===== src/sv/sbus_pkg.sv =====
package sbus_pkg;

  localparam int FRAME_BYTES = 25;
  localparam int FLAG_BYTE   = 23;
  localparam int IDX_W       = 5;
  localparam int CHAN_W      = 11;
  localparam int COORD_W     = 8;
  localparam int NUM_W       = 19;  // (chan_max - chan_min) * 200 fits here
  localparam int TIMER_W     = 16;
  localparam int CFG_IDX_W   = 3;
  localparam int CFG_DATA_W  = 16;

  localparam logic [IDX_W-1:0] LAST_INDEX = IDX_W'(FRAME_BYTES - 1);

  localparam logic [COORD_W-1:0] COORD_OFFSET = 8'd100;
  localparam logic [TIMER_W-1:0] TIMER_MAX    = 16'hFFFF;

  localparam int SIG_LOST_BIT = 2;
  localparam int FAILSAFE_BIT = 3;

  typedef enum logic [1:0] {
    STATUS_OK        = 2'd0,
    STATUS_BAD_DELIM = 2'd1,
    STATUS_SIG_LOST  = 2'd2,
    STATUS_FAILSAFE  = 2'd3
  } status_t;

  localparam logic [CFG_IDX_W-1:0] REG_START_BYTE = 3'd0;
  localparam logic [CFG_IDX_W-1:0] REG_END_BYTE   = 3'd1;
  localparam logic [CFG_IDX_W-1:0] REG_CHAN_MIN   = 3'd2;
  localparam logic [CFG_IDX_W-1:0] REG_CHAN_MAX   = 3'd3;
  localparam logic [CFG_IDX_W-1:0] REG_TIMEOUT    = 3'd4;

  localparam logic [7:0]         START_BYTE_RST = 8'd15;
  localparam logic [7:0]         END_BYTE_RST   = 8'd0;
  localparam logic [CHAN_W-1:0]  CHAN_MIN_RST   = 11'd172;
  localparam logic [CHAN_W-1:0]  CHAN_MAX_RST   = 11'd1811;
  localparam logic [TIMER_W-1:0] TIMEOUT_RST    = 16'd2000;

  typedef enum logic [2:0] {
    ST_IDLE,
    ST_CLAMP,
    ST_SETUP,
    ST_DIV,
    ST_WAIT
  } state_t;

  typedef struct packed {
    logic accept;
    logic clamp_en;
    logic setup_en;
    logic div_en;
    logic out_load;
  } ctrl_t;

endpackage


===== src/sv/sbus_frame_decoder_top.sv =====
// Frame decoder for a 25-byte serial servo-bus stream. Each transfer on the input is either a
// received byte (tuser = 0) or one time tick (tuser = 1), and each gives exactly one result
// transfer: the first four channels clamped to [chan_min, chan_max] or zero with the link down,
// the stick coordinates for channels one and two mapped to -100..100, the status of the latest
// frame, the link state, and tlast high when that byte closed a frame. The byte counter wraps
// every 25 bytes and never resyncs. An item passes through a clamp state, then for each
// coordinate a setup state and 8 steps in a single shared restoring divider that computes the
// two coordinates one quotient bit a cycle, and then the output register is loaded. The input is
// ready again in the cycle after the result is loaded, while it still waits to be taken
// downstream, so a new item is taken only once the last one's result is loaded; a stalled
// output holds back the load and with it the next input. Configuration writes go through
// cfg_we/cfg_index/cfg_data and must only be issued while the block is idle.
module sbus_frame_decoder_top #(
  parameter int CHANNELS_OUT = 4
) (
  input  logic        clk,
  input  logic        rst,
  input  logic        s_tvalid,
  output logic        s_tready,
  input  logic [7:0]  s_tdata,   // [7:0] rx_byte
  input  logic [0:0]  s_tuser,   // [0] op
  output logic        m_tvalid,
  input  logic        m_tready,
  // [10:0] chan_one, [21:11] chan_two, [32:22] chan_three, [43:33] chan_four,
  // [51:44] coord_x, [59:52] coord_y, [61:60] frame_status, [62] link_alive, [63] zero
  output logic [63:0] m_tdata,
  output logic        m_tlast,   // frame_done
  input  logic        cfg_we,
  input  logic [2:0]  cfg_index,
  input  logic [15:0] cfg_data
);

  localparam int CW = sbus_pkg::CHAN_W;
  localparam int NW = sbus_pkg::NUM_W;

  // configuration
  logic [7:0]                     start_byte;
  logic [7:0]                     end_byte;
  logic [CW-1:0]                  chan_min;
  logic [CW-1:0]                  chan_max;
  logic [sbus_pkg::TIMER_W-1:0]   timeout_ticks;

  // frame state
  logic [sbus_pkg::IDX_W-1:0]     byte_index;
  logic [7:0]                     first_byte;
  logic [7:0]                     payload [6];
  logic [7:0]                     flag_byte;
  logic [CW-1:0]                  channel_regs [4];
  logic [sbus_pkg::TIMER_W-1:0]   ticks_since_good;
  sbus_pkg::status_t              last_status;
  logic                           done_q;

  // per-item working registers
  logic [CW-1:0]                  chan_res [4];
  logic                           alive_q;
  logic                           map_ok;
  logic                           coord_sel;
  logic [NW-1:0]                  rem;
  logic [NW-1:0]                  dsh;
  logic [7:0]                     quo;
  logic [2:0]                     step_cnt;
  logic [7:0]                     coord_x;
  logic [7:0]                     coord_y;

  sbus_pkg::state_t               state;
  sbus_pkg::state_t               state_next;
  sbus_pkg::ctrl_t                ctrl;

  logic                           out_free;
  sbus_pkg::status_t              close_status;
  logic                           is_byte;
  logic                           closing;
  logic [7:0]                     quo_next;
  logic [NW-1:0]                  rem_next;
  logic [CW-1:0]                  map_chan;
  logic [CW-1:0]                  map_diff;
  logic [CW-1:0]                  range_span;
  logic [NW-1:0]                  numer;
  logic [7:0]                     coord_val;

  assign out_free = !m_tvalid || m_tready;
  assign is_byte  = !s_tuser[0];
  assign closing  = is_byte && (byte_index == sbus_pkg::LAST_INDEX);

  // frame check, with the incoming byte as the end byte
  always_comb begin
    priority if (first_byte != start_byte || s_tdata != end_byte) begin
      close_status = sbus_pkg::STATUS_BAD_DELIM;
    end else if (flag_byte[sbus_pkg::SIG_LOST_BIT]) begin
      close_status = sbus_pkg::STATUS_SIG_LOST;
    end else if (flag_byte[sbus_pkg::FAILSAFE_BIT]) begin
      close_status = sbus_pkg::STATUS_FAILSAFE;
    end else begin
      close_status = sbus_pkg::STATUS_OK;
    end
  end

  // sequencer: next state
  always_comb begin
    state_next = state;
    unique case (state)
      sbus_pkg::ST_IDLE:  if (s_tvalid) state_next = sbus_pkg::ST_CLAMP;
      sbus_pkg::ST_CLAMP: state_next = sbus_pkg::ST_SETUP;
      sbus_pkg::ST_SETUP: state_next = sbus_pkg::ST_DIV;
      sbus_pkg::ST_DIV: begin
        if (step_cnt == 3'd0) begin
          state_next = coord_sel ? sbus_pkg::ST_WAIT : sbus_pkg::ST_SETUP;
        end
      end
      sbus_pkg::ST_WAIT:  if (out_free) state_next = sbus_pkg::ST_IDLE;
      default:            state_next = sbus_pkg::ST_IDLE;
    endcase
  end

  // sequencer: outputs
  always_comb begin
    ctrl     = '0;
    s_tready = 1'b0;
    unique case (state)
      sbus_pkg::ST_IDLE: begin
        s_tready    = 1'b1;
        ctrl.accept = s_tvalid;
      end
      sbus_pkg::ST_CLAMP: ctrl.clamp_en = 1'b1;
      sbus_pkg::ST_SETUP: ctrl.setup_en = 1'b1;
      sbus_pkg::ST_DIV:   ctrl.div_en   = 1'b1;
      sbus_pkg::ST_WAIT:  ctrl.out_load = out_free;
      default: ;
    endcase
  end

  always_ff @(posedge clk) begin
    if (rst) begin
      state <= sbus_pkg::ST_IDLE;
    end else begin
      state <= state_next;
    end
  end

  // configuration registers
  always_ff @(posedge clk) begin
    if (rst) begin
      start_byte    <= sbus_pkg::START_BYTE_RST;
      end_byte      <= sbus_pkg::END_BYTE_RST;
      chan_min      <= sbus_pkg::CHAN_MIN_RST;
      chan_max      <= sbus_pkg::CHAN_MAX_RST;
      timeout_ticks <= sbus_pkg::TIMEOUT_RST;
    end else if (cfg_we) begin
      unique case (cfg_index)
        sbus_pkg::REG_START_BYTE: start_byte    <= cfg_data[7:0];
        sbus_pkg::REG_END_BYTE:   end_byte      <= cfg_data[7:0];
        sbus_pkg::REG_CHAN_MIN:   chan_min      <= cfg_data[CW-1:0];
        sbus_pkg::REG_CHAN_MAX:   chan_max      <= cfg_data[CW-1:0];
        sbus_pkg::REG_TIMEOUT:    timeout_ticks <= cfg_data;
        default: ;
      endcase
    end
  end

  // only the bytes that the decode reads are kept
  always_ff @(posedge clk) begin
    if (ctrl.accept && is_byte) begin
      if (byte_index == '0) first_byte <= s_tdata;
      if (byte_index == sbus_pkg::IDX_W'(sbus_pkg::FLAG_BYTE)) flag_byte <= s_tdata;
      for (int i = 0; i < 6; i++) begin
        if (byte_index == sbus_pkg::IDX_W'(i + 1)) payload[i] <= s_tdata;
      end
    end
  end

  always_ff @(posedge clk) begin
    if (rst) begin
      byte_index       <= '0;
      ticks_since_good <= '0;
      last_status      <= sbus_pkg::STATUS_OK;
      done_q           <= 1'b0;
      for (int j = 0; j < 4; j++) channel_regs[j] <= '0;
    end else if (ctrl.accept) begin
      done_q <= closing;
      if (is_byte) begin
        byte_index <= closing ? '0 : byte_index + 1'b1;
        if (closing) begin
          last_status <= close_status;
          if (close_status == sbus_pkg::STATUS_OK) begin
            ticks_since_good <= '0;
            channel_regs[0]  <= {payload[1][2:0], payload[0]};
            channel_regs[1]  <= {payload[2][5:0], payload[1][7:3]};
            channel_regs[2]  <= {payload[4][0], payload[3], payload[2][7:6]};
            channel_regs[3]  <= {payload[5][3:0], payload[4][7:1]};
          end else begin
            for (int j = 0; j < 4; j++) channel_regs[j] <= '0;
          end
        end
      end else if (ticks_since_good != sbus_pkg::TIMER_MAX) begin
        ticks_since_good <= ticks_since_good + 1'b1;
      end
    end
  end

  // clamp, link state and the gate for the coordinate map
  always_ff @(posedge clk) begin
    if (ctrl.clamp_en) begin
      alive_q <= ticks_since_good < timeout_ticks;
      map_ok  <= (ticks_since_good < timeout_ticks) && (chan_max > chan_min);
      for (int j = 0; j < 4; j++) begin
        if (ticks_since_good >= timeout_ticks) begin
          chan_res[j] <= '0;
        end else if (channel_regs[j] < chan_min) begin
          chan_res[j] <= chan_min;
        end else if (channel_regs[j] > chan_max) begin
          chan_res[j] <= chan_max;
        end else begin
          chan_res[j] <= channel_regs[j];
        end
      end
    end
  end

  // shared restoring divider: (c - chan_min) * 200 / (chan_max - chan_min)
  assign map_chan   = coord_sel ? chan_res[1] : chan_res[0];
  assign map_diff   = map_chan - chan_min;
  assign range_span = chan_max - chan_min;
  assign numer      = {map_diff, 8'd0} - {2'd0, map_diff, 6'd0} + {5'd0, map_diff, 3'd0};

  always_comb begin
    if (rem >= dsh) begin
      rem_next = rem - dsh;
      quo_next = {quo[6:0], 1'b1};
    end else begin
      rem_next = rem;
      quo_next = {quo[6:0], 1'b0};
    end
  end

  assign coord_val = map_ok ? quo_next - sbus_pkg::COORD_OFFSET : 8'd0;

  always_ff @(posedge clk) begin
    if (ctrl.accept) coord_sel <= 1'b0;
    if (ctrl.setup_en) begin
      rem      <= numer;
      dsh      <= {1'b0, range_span, 7'd0};
      quo      <= '0;
      step_cnt <= 3'd7;
    end
    if (ctrl.div_en) begin
      rem      <= rem_next;
      dsh      <= dsh >> 1;
      quo      <= quo_next;
      step_cnt <= step_cnt - 1'b1;
      if (step_cnt == 3'd0) begin
        if (coord_sel) coord_y <= coord_val;
        else           coord_x <= coord_val;
        coord_sel <= 1'b1;
      end
    end
  end

  // output register
  always_ff @(posedge clk) begin
    if (rst) begin
      m_tvalid <= 1'b0;
    end else if (ctrl.out_load) begin
      m_tvalid <= 1'b1;
    end else if (m_tready) begin
      m_tvalid <= 1'b0;
    end
  end

  always_ff @(posedge clk) begin
    if (ctrl.out_load) begin
      for (int j = 0; j < 4; j++) begin
        m_tdata[j*CW +: CW] <= (j < CHANNELS_OUT) ? chan_res[j] : '0;
      end
      m_tdata[51:44] <= coord_x;
      m_tdata[59:52] <= coord_y;
      m_tdata[61:60] <= last_status;
      m_tdata[62]    <= alive_q;
      m_tdata[63]    <= 1'b0;
      m_tlast        <= done_q;
    end
  end

endmodule


===== config.mk =====
export PLATFORM = sky130hd
export DESIGN_NAME = sbus_frame_decoder_top
export DESIGN_NICKNAME = d
export VERILOG_FILES = /design/src/sv/sbus_pkg.sv /design/src/sv/sbus_frame_decoder_top.sv
export SDC_FILE = /design/constraint.sdc
export NUM_CORES = 1
export LEC_CHECK = 0
export BUFFER_PORTS_ARGS = -buffer_cell sky130_fd_sc_hd__buf_2
export CAP_MARGIN = 20
export CORE_MARGIN = 3
export CORE_UTILIZATION = 55
export CTS_BUF_LIST = sky130_fd_sc_hd__clkbuf_8
export DETAILED_ROUTE_END_ITERATION = 10
export GPL_TIMING_DRIVEN = 0
export PLACE_DENSITY = 0.75
export SETUP_SLACK_MARGIN = 0.2
export SLEW_MARGIN = 10
export SYNTH_ARGS = -nofsm -noshare
export SYNTH_HDL_FRONTEND = slang
export SYNTH_SLANG_ARGS = --single-unit

===== constraint.sdc =====
create_clock -name clk -period 6.9 [get_ports clk]
set_input_delay 0.69 -clock clk [delete_from_list [all_inputs] [get_ports clk]]
set_output_delay 0.69 -clock clk [all_outputs]
set_load 0.02 [all_outputs]

# Word level (Yosys, flattened, before mapping)
# Memories as Yosys holds them, arrays and structs flattened. A register that Yosys moved wholly into a read port is not among the register bits.
# Cells that the tools add are included.
# op_classes
n_addsub	9
magnitude_cmp	12
n_eq_ne	24
mux	162
bitwise_logic	22
n_reduce_logical	35
# op_table
operator	n
two-way mux 11 bit	21
two-way mux 1 bit	108
two-way mux 16 bit	4
two-way mux 19 bit	3
> comparator 11 bit	5
two-way mux 8 bit	6
< comparator 11 bit	4
OR reduction 8 bit	5
two-way mux 3 bit	11
subtractor 11 bit	2
OR 1 bit	20
adder 19 x 14 -> 19 bit	1
greater-or-equal comparator 19 x 18 -> 1 bit	1
subtractor 19 x 17 -> 19 bit	1
subtractor 19 x 18 -> 19 bit	1
two-way mux 18 bit	1
AND reduction 2 bit	9
two-way mux 17 bit	1
adder 16 x 1 -> 16 bit (second input constant)	1
greater-or-equal comparator 16 bit	1
< comparator 16 bit	1
inequality test 16 bit (second input constant)	1
inequality test 8 bit	2
equality test 5 x 3 -> 1 bit (second input constant)	3
25 further kinds	51
# word_totals
register_bits	224
mem_bits_rw	136
input_bits	33
out_inout_bits	67
word_cells	292
mem_count	3
# memory_table
memory	words	width	read_ports	rd_clocked_by_memory_dff	wr	line	text
payload	6	8	6	0	1	sbus_frame_decoder_top.sv:46	logic [7:0] payload [6];
chan_res	4	11	4	2	4	sbus_frame_decoder_top.sv:54	logic [CW-1:0] chan_res [4];
channel_regs	4	11	4	0	4	sbus_frame_decoder_top.sv:48	logic [CW-1:0] channel_regs [4];

# Logic depth before layout (Yosys ltp)
# depth
depth_word	12
mapped_depth	23
mapped_depth_nobuf	21

# Least setup slack after synthesis
# Ideal clock, no wire load.
# synth_path
path_type	reg2reg
from	reg state[2]
to	mem chan_res[0][3] (netlist bit) (data pin)
setup_time_ns	0.180
arrival_ns	5.474
required_time_ns	6.720
slack_ns	1.246
stages_incl_launch_ff	6
path_buffers	2
period_less_slack_ns	5.654
cell_sequence	dfxtp_1 > buf_2 > nor3b_1 > o2111ai_1 > clkbuf_1 > a221oi_1
# synth_lines
element	line	text
start, declared	sbus_frame_decoder_top.sv:65	sbus_pkg::state_t state;
start signal, assigned	sbus_frame_decoder_top.sv:134	state <= sbus_pkg::ST_IDLE;
start signal, assigned	sbus_frame_decoder_top.sv:136	state <= state_next;
end, declared	sbus_frame_decoder_top.sv:54	

# Worst setup path in the final report
# layout_path
from	reg coord_sel
to	reg rem[17] (data pin)
# layout_via
elab_chain_cells	6
# layout_rtl
element	line	text
start, declared	sbus_frame_decoder_top.sv:57	logic coord_sel;
start signal, assigned	sbus_frame_decoder_top.sv:238	if (ctrl.accept) coord_sel <= 1'b0;
start signal, assigned	sbus_frame_decoder_top.sv:253	coord_sel <= 1'b1;
two-way mux 11 bit (*)	sbus_frame_decoder_top.sv:220	assign map_chan = coord_sel ? chan_res[1] : chan_res[0];
subtractor 11 bit (*)	sbus_frame_decoder_top.sv:221	assign map_diff = map_chan - chan_min;
subtractor 19 x 17 -> 19 bit	sbus_frame_decoder_top.sv:223	assign numer = {map_diff, 8'd0} - {2'd0, map_diff, 6'd0} + {5'd0, map_diff, 3'd0};
adder 19 x 14 -> 19 bit (*)	sbus_frame_decoder_top.sv:223	
two-way mux 19 bit (*)	sbus_frame_decoder_top.sv:239	if (ctrl.setup_en) begin
two-way mux 19 bit (*)	sbus_frame_decoder_top.sv:245	if (ctrl.div_en) begin
end signal, assigned	sbus_frame_decoder_top.sv:240	rem <= numer;
end signal, assigned	sbus_frame_decoder_top.sv:246	rem <= rem_next;
end, declared	sbus_frame_decoder_top.sv:58	logic [NW-1:0] rem;
# Every way passes the cells marked *; elsewhere a longest branch is shown, timed or not. The select of a mux whose other input is x is not followed.
# A chain may end at the register's enable or synchronous reset.

==> impl_results.md <==
* Grt ovf at 0
* IO Port Bufs at 96
* # clock sinks at 354
* Setup_tns at 0 ps
* Fin nets at 2085
* Area of the core at 32900 um^2
* Sequential share of the synthesized area at 51.6%
* # diodes at 0
* # hold bufs at CTS at 0
* Clock share of power at 33.3%
* H-tree depth at 2
* Worst path required time at 7240 ps
* Top_reg_cell synth: edfxtp_1
* Relative slew slack at 34.3%
* Vias in the first global route at 13.3k
* CTS tree: built
* Clock buffer count from CTS at 55
* Routability Congestion at 0.944
* Psw at 1.61 mW
* Met3 Usage GRT at 3.15%
* Power Total at 5.55 mW
* Finished Layout Cells at 2365
* Via count at 13.6k
* RSZ-0062 raised after global routing: no
* Slew @ Worst Pin at 984 ps
* Largest net degree at the start of global routing at 36
* 1st-pass router iterations at 5
* Initial antenna violation count at 0
* Static Leak at 8.60 nW
* Int Pwr at 3.94 mW
* Post-cts resize count at 0
* Period utilisation layout at 80.8%
* Skew-Pair Late Insertion Delay at 610 ps
* GRT met2 Usage at 41.8%
* Sw frac at 29.0%
* Drc violations at 0
* Number of flops mapped to enable cells by yosys at 249
* First-pass GRT wire length at 71000 um
* Syn_nets at 1925
* Die H at 190 um
* Synth top area cells: edfxtp_1 (40%), dfxtp_1 (11%), ha_1 (11%), nand2_1 (3.3%), nor2_1 (3.1%)
* Global route hottest layer: met2
* Worst Hold Class: primary input to flop
* Mapped Avg Cell Area at 10.8 um^2
* Min Clock Period, post-route at 5580 ps
* Crit path capture type: flop
* Initial Util at 56.4%
* Clock buffer depth at 3
* Die Width at 190 um
* Iter 0 DRT Violations at 1046
* Cell taking the most area after synthesis: edfxtp_1
* Post-Synthesis Cells at 1716
* CP arrival at 5920 ps
* Final Max Tran Viols at 0
* Share of the synthesized area in the top cell type at 40.3%
* IO Pins at 100
* Post-Route WL at 45300 um
* Post-Route Skew at 38.2 ps
* Most frequent cells in the layout: edfxtp_1 (249), ha_1 (168), nand2_1 (164), nor2_1 (150), inv_1 (115)
* Gr usage total at 25.0%
* Number of synthesized register bits at 354
* Max-cap viol count at 0
* Asr flop ratio synth at 0%
* Final hold violations at 0
* Area added between synthesis and finish at 12.5%
* CP Launch Type: flop
* Maximum VDD drop at 0.194 mV
* Commonest non-fill, non-tap cell in the layout: edfxtp_1
* Detail Route Antenna Nets at 0
* Share of power burned in combinational logic at 22.2%
* Endpoints failing setup at 0
* Max Clk Rate at 179 MHz
* Drt wl/cell at 19.1 um
* Crit path kind: flop to flop
* Share of total power in sequential cells at 44.5%
* Die area at 36000 um^2
* Status: completed
* Std-Cell Rows at 66
* Share of post-route cells with drive strength above 1 at 11.6%
* Setup bufs post-CTS at 0
* Pwr per Cell Area at 266 nW/um^2
* Clock root buffer: clkbuf_8
* M1 GR Usage at 33.0%
* Final HPWL DP at 34100 um
* Ys Warns at 0
* Placed Instances at 2261
* Crit Path Max Fanout at 10
* Clk pin slew, worst setup/hold paths at 70 ps
* Routed vias/inst at 5.77
* Mapped Area at 18600 um^2
* Fillers at 2681
* Distinct cells, synth at 66
per-stage QoR:
step	hold WS [ps]	worst slack [ps]	cell area [um^2]	utilization, %
finish	341	1320	20900	63.5
CTS	321	1360	20900	63.5
global route	333	1010	20900	63.5
floorplan	400	1250	18600	-
global placement	404	-1720	19600	59.6
detailed placement	405	1340	19700	59.9
Yosys cell counts (all sizes together), types with 19 or more instances:
master  number
nand3       27
a21oi      105
mux2i       31
nand2b      22
ha         168
o21ai       61
dfxtp      105
and2        37
a21o        42
a211oi      61
inv         97
xnor2       47
nor2       152
nor3        19
nand2      164
clkbuf      49
edfxtp     249
xor2        28
nand4       27
nor2b       24
a22oi       23
cells by family (layout without fill, tap and decap cells):
kind of cell | Yosys count | count (layout) | share of synthesized area (%)
other | 1 | 1 | 0.0202
muxes | 40 | 40 | 2.22
DFF | 354 | 354 | 51.6
and+or+nand+nor | 535 | 535 | 13.8
xor gates and xnor gates | 75 | 75 | 3.54
AOI/OAI and AO/OA | 373 | 373 | 13.1
adders and majority gates | 176 | 176 | 12.2
buffers and inverters | 162 | 369 | 3.45
critical path, stage by stage, from the launching register on:
cell,delay [ps]
dfxtp_1,330
buf_6,130
clkbuf_1,590
mux2i_1,270
ha_1,190
inv_1,60
fa_1,390
a21o_1,200
a22oi_1,210
nor2b_1,180
xor2_1,390
fa_1,470
inv_1,70
ha_1,300
and3_1,220
a221oi_1,270
nand2_1,150
a31o_2,290
a31oi_1,200
xor2_1,300
mux2i_1,110
final timing paths:
check        slack, ps                       from  depth (start not counted)                        endpoint
min reg2reg        410  chan_res[1][18]$_DFFE_PP_                          0           m_tdata[40]$_DFFE_PP_
max reg2reg       1320          coord_sel$_DFF_P_                         20               rem[17]$_DFFE_PP_
max               1320          coord_sel$_DFF_P_                         20               rem[17]$_DFFE_PP_
min                340               cfg_data[15]                          3  timeout_ticks[15]$_SDFFE_PP0P_
final cells by class:
cell class / count / area (um^2) / share of cell area, %
timing repair buffer: 103 / 562 / 2.69
clock inverter: 44 / 359 / 1.72
inverter: 97 / 364 / 1.74
multi-input combinational: 1200 / 8350 / 40.0
buffer: 65 / 278 / 1.33
tap: 442 / 553 / 2.65
sequential: 354 / 9580 / 45.9
clock buffer: 60 / 826 / 3.96
power by group through the flow:
stage	sequential [mW]	combinational [mW]	clock [mW]
floorplan	2.49	0.915	0
global placement	2.51	1.17	0
detailed placement	2.51	1.22	0
CTS	2.47	1.22	1.88
global route	2.47	1.38	1.98
finish	2.47	1.23	1.85
layer usage:
layer | vias to the layer above | wire (um)
met1 | 6498 | 19500
met5 | - | 0
met2 | 447 | 21500
li1 | 6574 | -
met3 | 119 | 2400
met4 | 0 | 1830
registers in the layout, summed over array words and instances, names as in the netlist, 3 cells and up:
signal,flops
ticks_since_good,16
end_byte,8
quo,7
rem,19
start_byte,8
byte_index,5
state,3
chan_max,11
dsh,18
channel_regs,44
first_byte,8
chan_min,11
step_cnt,3
chan_res,44
m_tdata,63
payload,44
coord_y,8
timeout_ticks,16
coord_x,8
Note: power is estimated with default switching activity, not from simulation.
